### src/rtl/core/dqks_pkg.sv
package dqks_pkg;

    typedef enum logic [2:0] {
        OP_PUSH_FRONT = 3'd0,
        OP_PUSH_BACK  = 3'd1,
        OP_POP_FRONT  = 3'd2,
        OP_POP_BACK   = 3'd3,
        OP_SEARCH     = 3'd4
    } opcode_t;

    typedef enum logic [1:0] {
        STATUS_DONE      = 2'd0,
        STATUS_POP_EMPTY = 2'd1,
        STATUS_PUSH_FULL = 2'd2
    } status_t;

    typedef enum logic [1:0] {
        CELL_HOLD,
        CELL_SHIFT_BACK,
        CELL_SHIFT_FRONT,
        CELL_LOAD
    } cell_op_t;

    typedef struct packed {
        cell_op_t op;
    } cell_ctrl_t;

    typedef struct packed {
        logic done;
        logic found;
    } scan_res_t;

    localparam int DATA_W  = 32;
    localparam int SCAN_W  = 8;
    localparam int POS_W   = 4;
    localparam int TOTAL_W = 5;

endpackage

### src/rtl/core/dqks_cell.sv
module dqks_cell
    import dqks_pkg::*;
(
    input  logic                     clk,
    input  cell_ctrl_t               ctrl,
    input  logic signed [DATA_W-1:0] prev_data,
    input  logic signed [DATA_W-1:0] next_data,
    input  logic signed [DATA_W-1:0] load_data,
    input  logic signed [DATA_W-1:0] key,
    output logic signed [DATA_W-1:0] data,
    output logic                     match
);

    logic signed [DATA_W-1:0] data_reg;
    logic signed [DATA_W-1:0] data_next;

    always_comb
    begin
        unique case (ctrl.op)
            CELL_HOLD:        data_next = data_reg;
            CELL_SHIFT_BACK:  data_next = prev_data;
            CELL_SHIFT_FRONT: data_next = next_data;
            CELL_LOAD:        data_next = load_data;
            default:          data_next = data_reg;
        endcase
    end

    always_ff @(posedge clk)
    begin
        data_reg <= data_next;
    end

    assign data  = data_reg;
    assign match = (data_reg == key);

endmodule

### src/rtl/core/dqks_scan.sv
module dqks_scan
    import dqks_pkg::*;
#(
    parameter int DEPTH = 16,
    localparam int NCHUNK = (DEPTH + SCAN_W - 1) / SCAN_W,
    localparam int VW     = NCHUNK * SCAN_W,
    localparam int CW     = (NCHUNK > 1) ? $clog2(NCHUNK) : 1,
    localparam int EW     = $clog2(SCAN_W)
)
(
    input  logic             clk,
    input  logic             rst_n,
    input  logic             start,
    input  logic [DEPTH-1:0] match,
    output scan_res_t        res,
    output logic [CW+EW-1:0] pos
);

    logic [VW-1:0] vec_reg;
    logic [CW-1:0] chunk_reg;
    logic          busy_reg;
    logic          hit;
    logic          last;
    logic [EW-1:0] enc;

    always_comb
    begin
        enc = '0;
        for (int k = SCAN_W - 1; k >= 0; k--)
        begin
            if (vec_reg[k])
            begin
                enc = EW'(k);
            end
        end
    end

    assign hit       = |vec_reg[SCAN_W-1:0];
    assign last      = (chunk_reg == CW'(NCHUNK - 1));
    assign res.done  = busy_reg && (hit || last);
    assign res.found = busy_reg && hit;
    assign pos       = {chunk_reg, enc};

    always_ff @(posedge clk or negedge rst_n)
    begin
        if (!rst_n)
        begin
            busy_reg  <= 1'b0;
            chunk_reg <= '0;
            vec_reg   <= '0;
        end
        else if (start)
        begin
            busy_reg  <= 1'b1;
            chunk_reg <= '0;
            vec_reg   <= VW'(match);
        end
        else if (busy_reg)
        begin
            if (res.done)
            begin
                busy_reg <= 1'b0;
            end
            else
            begin
                vec_reg   <= vec_reg >> SCAN_W;
                chunk_reg <= chunk_reg + CW'(1);
            end
        end
    end

endmodule

### src/rtl/core/deque_with_key_search.sv
// push and pop items: result in the cycle after acceptance, one item per cycle
// while out_ready holds; search items: all cells compared on acceptance, then
// the match vector is scanned eight cells per cycle, the result is registered
// when the scan ends and the next item is taken once it is out
// reset clears the entry count and the handshake state; cell contents are not
// reset and are never read before a push writes them
module deque_with_key_search
    import dqks_pkg::*;
#(
    parameter int DEPTH = 16
)
(
    input  logic                      clk,
    input  logic                      rst_n,
    input  logic                      in_valid,
    output logic                      in_ready,
    input  logic [2:0]                opcode,
    input  logic signed [DATA_W-1:0]  value,
    output logic                      out_valid,
    input  logic                      out_ready,
    output logic                      found,
    output logic [POS_W-1:0]          position,
    output logic [TOTAL_W-1:0]        entry_total,
    output logic                      is_empty,
    output logic [1:0]                status
);

    localparam int CNTW   = $clog2(DEPTH + 1);
    localparam int NCHUNK = (DEPTH + SCAN_W - 1) / SCAN_W;
    localparam int CW     = (NCHUNK > 1) ? $clog2(NCHUNK) : 1;
    localparam int SPW    = CW + $clog2(SCAN_W);

    typedef enum logic {
        S_IDLE,
        S_SEARCH
    } state_t;

    state_t                   state_reg;
    logic [CNTW-1:0]          count_reg;
    logic [CNTW-1:0]          count_next;
    logic                     out_valid_reg;
    logic                     found_reg;
    logic [POS_W-1:0]         position_reg;
    logic [TOTAL_W-1:0]       total_reg;
    logic                     empty_reg;
    status_t                  status_reg;
    status_t                  status_next;

    logic                     fire;
    logic                     is_full;
    logic                     is_none;
    opcode_t                  op;
    cell_op_t                 row_op;
    logic                     load_back;
    logic                     scan_start;
    scan_res_t                scan_res;
    logic [SPW-1:0]           scan_pos;

    logic signed [DATA_W-1:0] cell_data [DEPTH];
    logic [DEPTH-1:0]         cell_match;
    logic [DEPTH-1:0]         match_vec;

    assign op       = opcode_t'(opcode);
    assign in_ready = (state_reg == S_IDLE) && (!out_valid_reg || out_ready);
    assign fire     = in_valid && in_ready;
    assign is_full  = (count_reg == CNTW'(DEPTH));
    assign is_none  = (count_reg == '0);
    assign scan_start = fire && (op == OP_SEARCH);

    always_comb
    begin
        count_next  = count_reg;
        status_next = STATUS_DONE;
        row_op      = CELL_HOLD;
        load_back   = 1'b0;
        unique case (op)
            OP_PUSH_FRONT:
            begin
                if (is_full)
                begin
                    status_next = STATUS_PUSH_FULL;
                end
                else
                begin
                    count_next = count_reg + CNTW'(1);
                    row_op     = CELL_SHIFT_BACK;
                end
            end
            OP_PUSH_BACK:
            begin
                if (is_full)
                begin
                    status_next = STATUS_PUSH_FULL;
                end
                else
                begin
                    count_next = count_reg + CNTW'(1);
                    load_back  = 1'b1;
                end
            end
            OP_POP_FRONT:
            begin
                if (is_none)
                begin
                    status_next = STATUS_POP_EMPTY;
                end
                else
                begin
                    count_next = count_reg - CNTW'(1);
                    row_op     = CELL_SHIFT_FRONT;
                end
            end
            OP_POP_BACK:
            begin
                if (is_none)
                begin
                    status_next = STATUS_POP_EMPTY;
                end
                else
                begin
                    count_next = count_reg - CNTW'(1);
                end
            end
            default:
            begin
                count_next = count_reg;
            end
        endcase
    end

    genvar gi;
    generate
        for (gi = 0; gi < DEPTH; gi++)
        begin : g_cell
            cell_ctrl_t               ctrl;
            logic signed [DATA_W-1:0] prev_d;
            logic signed [DATA_W-1:0] next_d;

            always_comb
            begin
                ctrl.op = CELL_HOLD;
                if (fire)
                begin
                    if (load_back && (count_reg == CNTW'(gi)))
                    begin
                        ctrl.op = CELL_LOAD;
                    end
                    else
                    begin
                        ctrl.op = row_op;
                    end
                end
            end

            if (gi == 0)
            begin : g_head
                assign prev_d = value;
            end
            else
            begin : g_body
                assign prev_d = cell_data[gi-1];
            end

            if (gi == DEPTH - 1)
            begin : g_tail
                assign next_d = cell_data[gi];
            end
            else
            begin : g_inner
                assign next_d = cell_data[gi+1];
            end

            dqks_cell u_cell (
                .clk       (clk),
                .ctrl      (ctrl),
                .prev_data (prev_d),
                .next_data (next_d),
                .load_data (value),
                .key       (value),
                .data      (cell_data[gi]),
                .match     (cell_match[gi])
            );

            assign match_vec[gi] = cell_match[gi] && (CNTW'(gi) < count_reg);
        end
    endgenerate

    dqks_scan #(
        .DEPTH (DEPTH)
    ) u_scan (
        .clk   (clk),
        .rst_n (rst_n),
        .start (scan_start),
        .match (match_vec),
        .res   (scan_res),
        .pos   (scan_pos)
    );

    always_ff @(posedge clk or negedge rst_n)
    begin
        if (!rst_n)
        begin
            state_reg     <= S_IDLE;
            count_reg     <= '0;
            out_valid_reg <= 1'b0;
            found_reg     <= 1'b0;
            position_reg  <= '0;
            total_reg     <= '0;
            empty_reg     <= 1'b1;
            status_reg    <= STATUS_DONE;
        end
        else
        begin
            if ((state_reg == S_IDLE && fire && op != OP_SEARCH)
                || (state_reg == S_SEARCH && scan_res.done))
            begin
                out_valid_reg <= 1'b1;
            end
            else if (out_ready)
            begin
                out_valid_reg <= 1'b0;
            end
            unique case (state_reg)
                S_IDLE:
                begin
                    if (fire)
                    begin
                        count_reg <= count_next;
                        if (op == OP_SEARCH)
                        begin
                            state_reg <= S_SEARCH;
                        end
                        else
                        begin
                            found_reg     <= 1'b0;
                            position_reg  <= '0;
                            total_reg     <= TOTAL_W'(count_next);
                            empty_reg     <= (count_next == '0);
                            status_reg    <= status_next;
                        end
                    end
                end
                S_SEARCH:
                begin
                    if (scan_res.done)
                    begin
                        state_reg     <= S_IDLE;
                        found_reg     <= scan_res.found;
                        position_reg  <= scan_res.found ? POS_W'(scan_pos) : '0;
                        total_reg     <= TOTAL_W'(count_reg);
                        empty_reg     <= is_none;
                        status_reg    <= STATUS_DONE;
                    end
                end
                default:
                begin
                    state_reg <= S_IDLE;
                end
            endcase
        end
    end

    assign out_valid   = out_valid_reg;
    assign found       = found_reg;
    assign position    = position_reg;
    assign entry_total = total_reg;
    assign is_empty    = empty_reg;
    assign status      = status_reg;

`ifndef SYNTHESIS
    a_count_bound: assert property (@(posedge clk) disable iff (!rst_n)
        count_reg <= CNTW'(DEPTH))
        else $error("entry count beyond depth");

    a_push_grows: assert property (@(posedge clk) disable iff (!rst_n)
        fire && (op == OP_PUSH_FRONT || op == OP_PUSH_BACK) && !is_full
        |=> count_reg == $past(count_reg) + CNTW'(1))
        else $error("push did not grow the count");

    a_scan_in_search: assert property (@(posedge clk) disable iff (!rst_n)
        scan_res.done |-> state_reg == S_SEARCH)
        else $error("scan finished outside a search");

    a_empty_flag: assert property (@(posedge clk) disable iff (!rst_n)
        out_valid_reg |-> empty_reg == (total_reg == '0 && count_reg == '0)
                          || (DEPTH >= 32))
        else $error("empty flag disagrees with count");

    a_search_holds_count: assert property (@(posedge clk) disable iff (!rst_n)
        state_reg == S_SEARCH |=> $stable(count_reg))
        else $error("count changed during a search");
`endif

endmodule
### config.mk
export PLATFORM = sky130hd
export DESIGN_NAME = deque_with_key_search
export DESIGN_NICKNAME = d
export VERILOG_FILES = /design/src/rtl/core/dqks_pkg.sv /design/src/rtl/core/dqks_cell.sv /design/src/rtl/core/dqks_scan.sv /design/src/rtl/core/deque_with_key_search.sv
export SDC_FILE = /design/constraint.sdc
export NUM_CORES = 1
export LEC_CHECK = 0
export BUFFER_PORTS_ARGS = -buffer_cell sky130_fd_sc_hd__buf_2
export CORE_UTILIZATION = 50
export DETAILED_ROUTE_END_ITERATION = 10
export GPL_ROUTABILITY_DRIVEN = 0
export PLACE_DENSITY_LB_ADDON = 0.3
export SLEW_MARGIN = 5
export SYNTH_ARGS = -nofsm -noshare
export SYNTH_HDL_FRONTEND = slang
export SYNTH_HIERARCHICAL = 1
export SYNTH_SLANG_ARGS = --single-unit
### constraint.sdc
create_clock -name clk -period 9.7 [get_ports clk]
set_input_delay 1.94 -clock clk [delete_from_list [all_inputs] [get_ports clk]]
set_output_delay 1.94 -clock clk [all_outputs]
set_load 0.02 [all_outputs]
Yosys cells after proc, flatten, opt, wreduce, memory -nomap -nowiden
Cells that the tools add are included.
Widths: inputs -> output; s select.
- bitwise gates (word level): 1
- reduce and logical (&&, ||, !) cells: 73
- add/sub/neg operators: 3
- equal/unequal tests: 89
- magnitude comparators: 16
- mux-type cells: 102
- operators with widths (operator ; count):
    $pmux 32 s3 ; 14
    $eq 32x32->1 ; 16
    $pmux 32 s2 ; 2
    $mux 2 ; 37
    $eq 2x2->1 const B ; 32
    $mux 16 ; 3
    $eq 5x4->1 const B ; 8
    $logic_and 1x1->1 ; 40
    $lt 4x5->1 const A ; 8
    $eq 2x1->1 const B ; 16
    $logic_not 2->1 ; 16
    $mux 5 ; 5
    $mux 3 ; 8
    $eq 5x3->1 const B ; 4
    $lt 3x5->1 const A ; 4
    $mux 1 ; 20
    $pmux 5 s2 ; 2
    $mux 4 ; 4
    $pmux 2 s2 ; 3
    $eq 5x2->1 const B ; 2
    $logic_not 5->1 ; 2
    $lt 1x5->1 const A ; 2
    $lt 2x5->1 const A ; 2
    $pmux 4 s2 ; 1
    21 further kinds ; 33
- word-level logic and storage cells: 311
- output and inout port bits: 15
- bits in registers: 550
- input bits: 39

Depth between registers and ports, before layout
- depth after elaboration: 11
- depth in mapped cells: 15
- depth with buffers taken out: 9

By module
Netlist, hierarchy kept.
- modules (own cells, without submodules) (module ; instances ; cells each ; sequential area each (um2) ; area each (um2)):
    dqks_cell ; 16 ; 183 ; 960.9 ; 1986.9
    deque_with_key_search ; 1 ; 259 ; 501.7 ; 1884.3
    dqks_scan ; 1 ; 86 ; 450.4 ; 897.1

Least setup slack after synthesis
OpenSTA, ideal clock, no wires.
- path type: input-to-reg
- start: in opcode[2]
- end: reg g_cell[10].u_cell.data_reg[0] (enable)
- stages on the path: 10
- setup time: 0.375 ns
- data required time: 9.325 ns
- buffers on the path: 4
- slack: 5.437 ns
- arrival time: 3.888 ns
- path through: clkbuf_8 -> and2b_2 -> nand2_4 -> buf_12 -> nor2_1 -> clkbuf_1 -> a21oi_1 -> nor2_1 -> buf_2 -> or2_2
- RTL lines (what ; line ; text):
    start: declaration ; deque_with_key_search.sv:17 ; input logic [2:0] opcode,
    end signal: assignment ; dqks_cell.sv:30 ; data_reg <= data_next;
    end: declaration ; dqks_cell.sv:14 ; logic signed [DATA_W-1:0] data_reg;

==> reports/qor.csv <==
metric,value,unit
clock buffer depth,3,
cts repair resizes,0,
syn_nets,3317,
Worst R2R Setup Slack,5020,ps
Final Skew,18.6,ps
post-synth cell types,67,
Max Fclk,0.198,GHz
top_reg_cell synth,edfxtp_1,
HP Class,reg2reg,
RR Startpoint,count_reg[1]$_DFFE_PN0P_,
Routed wire per std cell,24.1,um
clock-pin transition on the worst setup and hold timing paths,60,ps
Nets,3294,
dominant cell type by area after synthesis,edfxtp_1,
RSZ-0062 raised after global routing,false,
yosys warns,6,
Die Y,265,um
final setup TNS,0,ps
relative max-transition margin,20.8,%
most frequent cells in the layout,"nor2_1, a21oi_1, mux2i_1",
sequential share of the synthesized area,47.2,%
Cell Pwr Density,138,nW/um^2
Remaining DRCs,0,
TritonCTS Buffers,60,
sink of the worst hold path,found$_DFFE_PN0P_,
CP Launch Type,primary input,
Final Power,5.17,mW
Via Count,25700,
Final Hold Fails,0,
Final Cycle Share,52.1,%
share of the synthesized area in the top cell type,44.5,%
max FFs per register,512,
"most common cell after layout, fill and taps aside",nor2_1,
GRT Util Overall,28.2,%
TritonCTS clock tree,built,
largest net degree at the start of global routing,66,
"top cells by area, synth","edfxtp_1, mux2i_1, xor2_1",
DR iter-0 viols,3019,
Worst EP required,9960,ps
die area,70200,sq um
area delta synth->final,8.17,%
asr flop ratio synth,6.91,%
syn_area_per_cell,10.6,sq um
Post-Syn Instances,3273,
worst hold path depth,2,
CP endpoint kind,flip-flop,
IO Count,54,
ratio of cells with drive above 1 in the final layout,8.46,%
PortBufs,53,
DR vias/cell,6.14,
Detailed Route WL,101,mm
hold_buf cts,0,
initial antenna violation count,2,
Starting Density,50.5,%
Worst-Margin Slew,1180,ps
Placeable Area,68500,sq um
Max Cap Viol,0,
Sink Count,550,
first drt pass iteration count,6,
leakage power,12.0,nW
clock latency on the worst-skew pair,640,ps
WS Path Type,in2reg,
hold path startpoint,found$_DFFE_PN0P_,
Final min period,5060,ps
clock root cell,clkbuf_16,
capturing point of the worst reg2reg path,g_cell[9].u_cell/data[2]$_DFFE_PP_,
# setup viols final,0,
vias in the first global route,24000,
final number of max-transition violations,0,
CP arrival,5320,ps
peak supply drop,146,uV
die width,265,um
number of enable flip-flop cells after synthesis,512,
crit path max fanout,65,
CTS H-tree lvls,2,
global-route wire length before repair,152,mm
GR Overflow Total,0,
Routed Antenna Nets,0,
status,finished clean,
post-synthesis register bit count,550,
cell depth of the worst flop-to-flop path,9,
Std-Cell Rows,96,
Post-CTS Setup Repair Bufs,0,
DP Wirelength,69.0,mm
"Cell Area, Synth",34600,sq um
## critical path, stage by stage
cell	delay [ps]
buf_2	650
nand3_1	340
nor4_1	660
a21oi_1	220
nor2_4	140
buf_4	530
or2_2	770
## power by group
part	internal (mW)	total (mW)	switching (mW)	leakage [nW]
clock	1.38	2.36	0.975	0.971
sequential	2.56	2.56	0.0000958	4.99
combinational	0.0736	0.253	0.180	6.01
## through the flow
stage / std cells / instance area [sq um] / hold WS, ps / setup slack, ps / util, %
after floorplan: 3273 / 34600 / 490 / 5440 / -
after global placement: 4070 / 35400 / 448 / 4070 / 51.7
after detailed placement: 4070 / 35400 / 450 / 4050 / 51.7
after CTS: 4181 / 37400 / 463 / 4720 / 54.6
after global routing: 4182 / 37400 / 489 / 4350 / 54.6
final: 4185 / 37400 / 461 / 4640 / 54.6
## cell usage after synthesis, types with 3 or more instances
cell,instances
nor2_1,568
a21oi_1,550
mux2i_1,520
edfxtp_1,512
xor2_1,512
nor4_1,132
buf_2,65
clkbuf_1,65
buf_6,50
nand2_1,47
dfrtp_1,37
nand4_1,32
buf_4,17
o21ai_0,17
or2_2,17
inv_1,13
nand3_1,11
o31ai_1,9
o21ai_2,7
and2_1,6
nor2b_1,6
o21a_1,6
a21boi_0,5
a31oi_1,5
ha_1,5
nor3_1,5
buf_1,3
xnor2_1,3
## per-layer routing
layer,vias up,wire (um),track usage (%)
li1,11800,-,-
met1,12300,44700,42.1
met2,1329,42200,40.2
met3,215,9900,4.90
met4,0,3970,11.5
met5,-,0,0
## kinds of logic after synthesis
| family | count (synthesis) | synth area share (%) |
|---|---|---|
| muxes | 522 | 15.1 |
| adders and majority gates | 5 | 0.181 |
| xor gates and xnor gates | 515 | 13.0 |
| and+or+nand+nor | 846 | 11.0 |
| AOI/OAI and AO/OA | 618 | 9.42 |
| buffers and inverters | 217 | 4.02 |
| DFF | 550 | 47.2 |
## final cells by class
cell class,instances,area [sq um]
clock inverter,41,423
antenna,4,10.0
multi-input combinational,2506,17200
tap,882,1100
inverter,14,52.6
sequential,550,16300
clock buffer,70,1560
fill,6028,31100
timing repair buffer,118,753
## worst max path at each step
stage	startpoint	endpoint	depth (start not counted)
2_1_floorplan	opcode[2]	g_cell[10].u_cell/data[0]$_DFFE_PP_	10
3_3_place_gp	opcode[0]	g_cell[9].u_cell/data[19]$_DFFE_PP_	7
3_5_place_dp	opcode[0]	g_cell[3].u_cell/data[5]$_DFFE_PP_	7
4_1_cts	opcode[0]	g_cell[3].u_cell/data[5]$_DFFE_PP_	7
5_1_grt	opcode[0]	g_cell[3].u_cell/data[5]$_DFFE_PP_	7
6_report	opcode[0]	g_cell[3].u_cell/data[5]$_DFFE_PP_	7
Note: power is estimated with default switching activity, not from simulation.
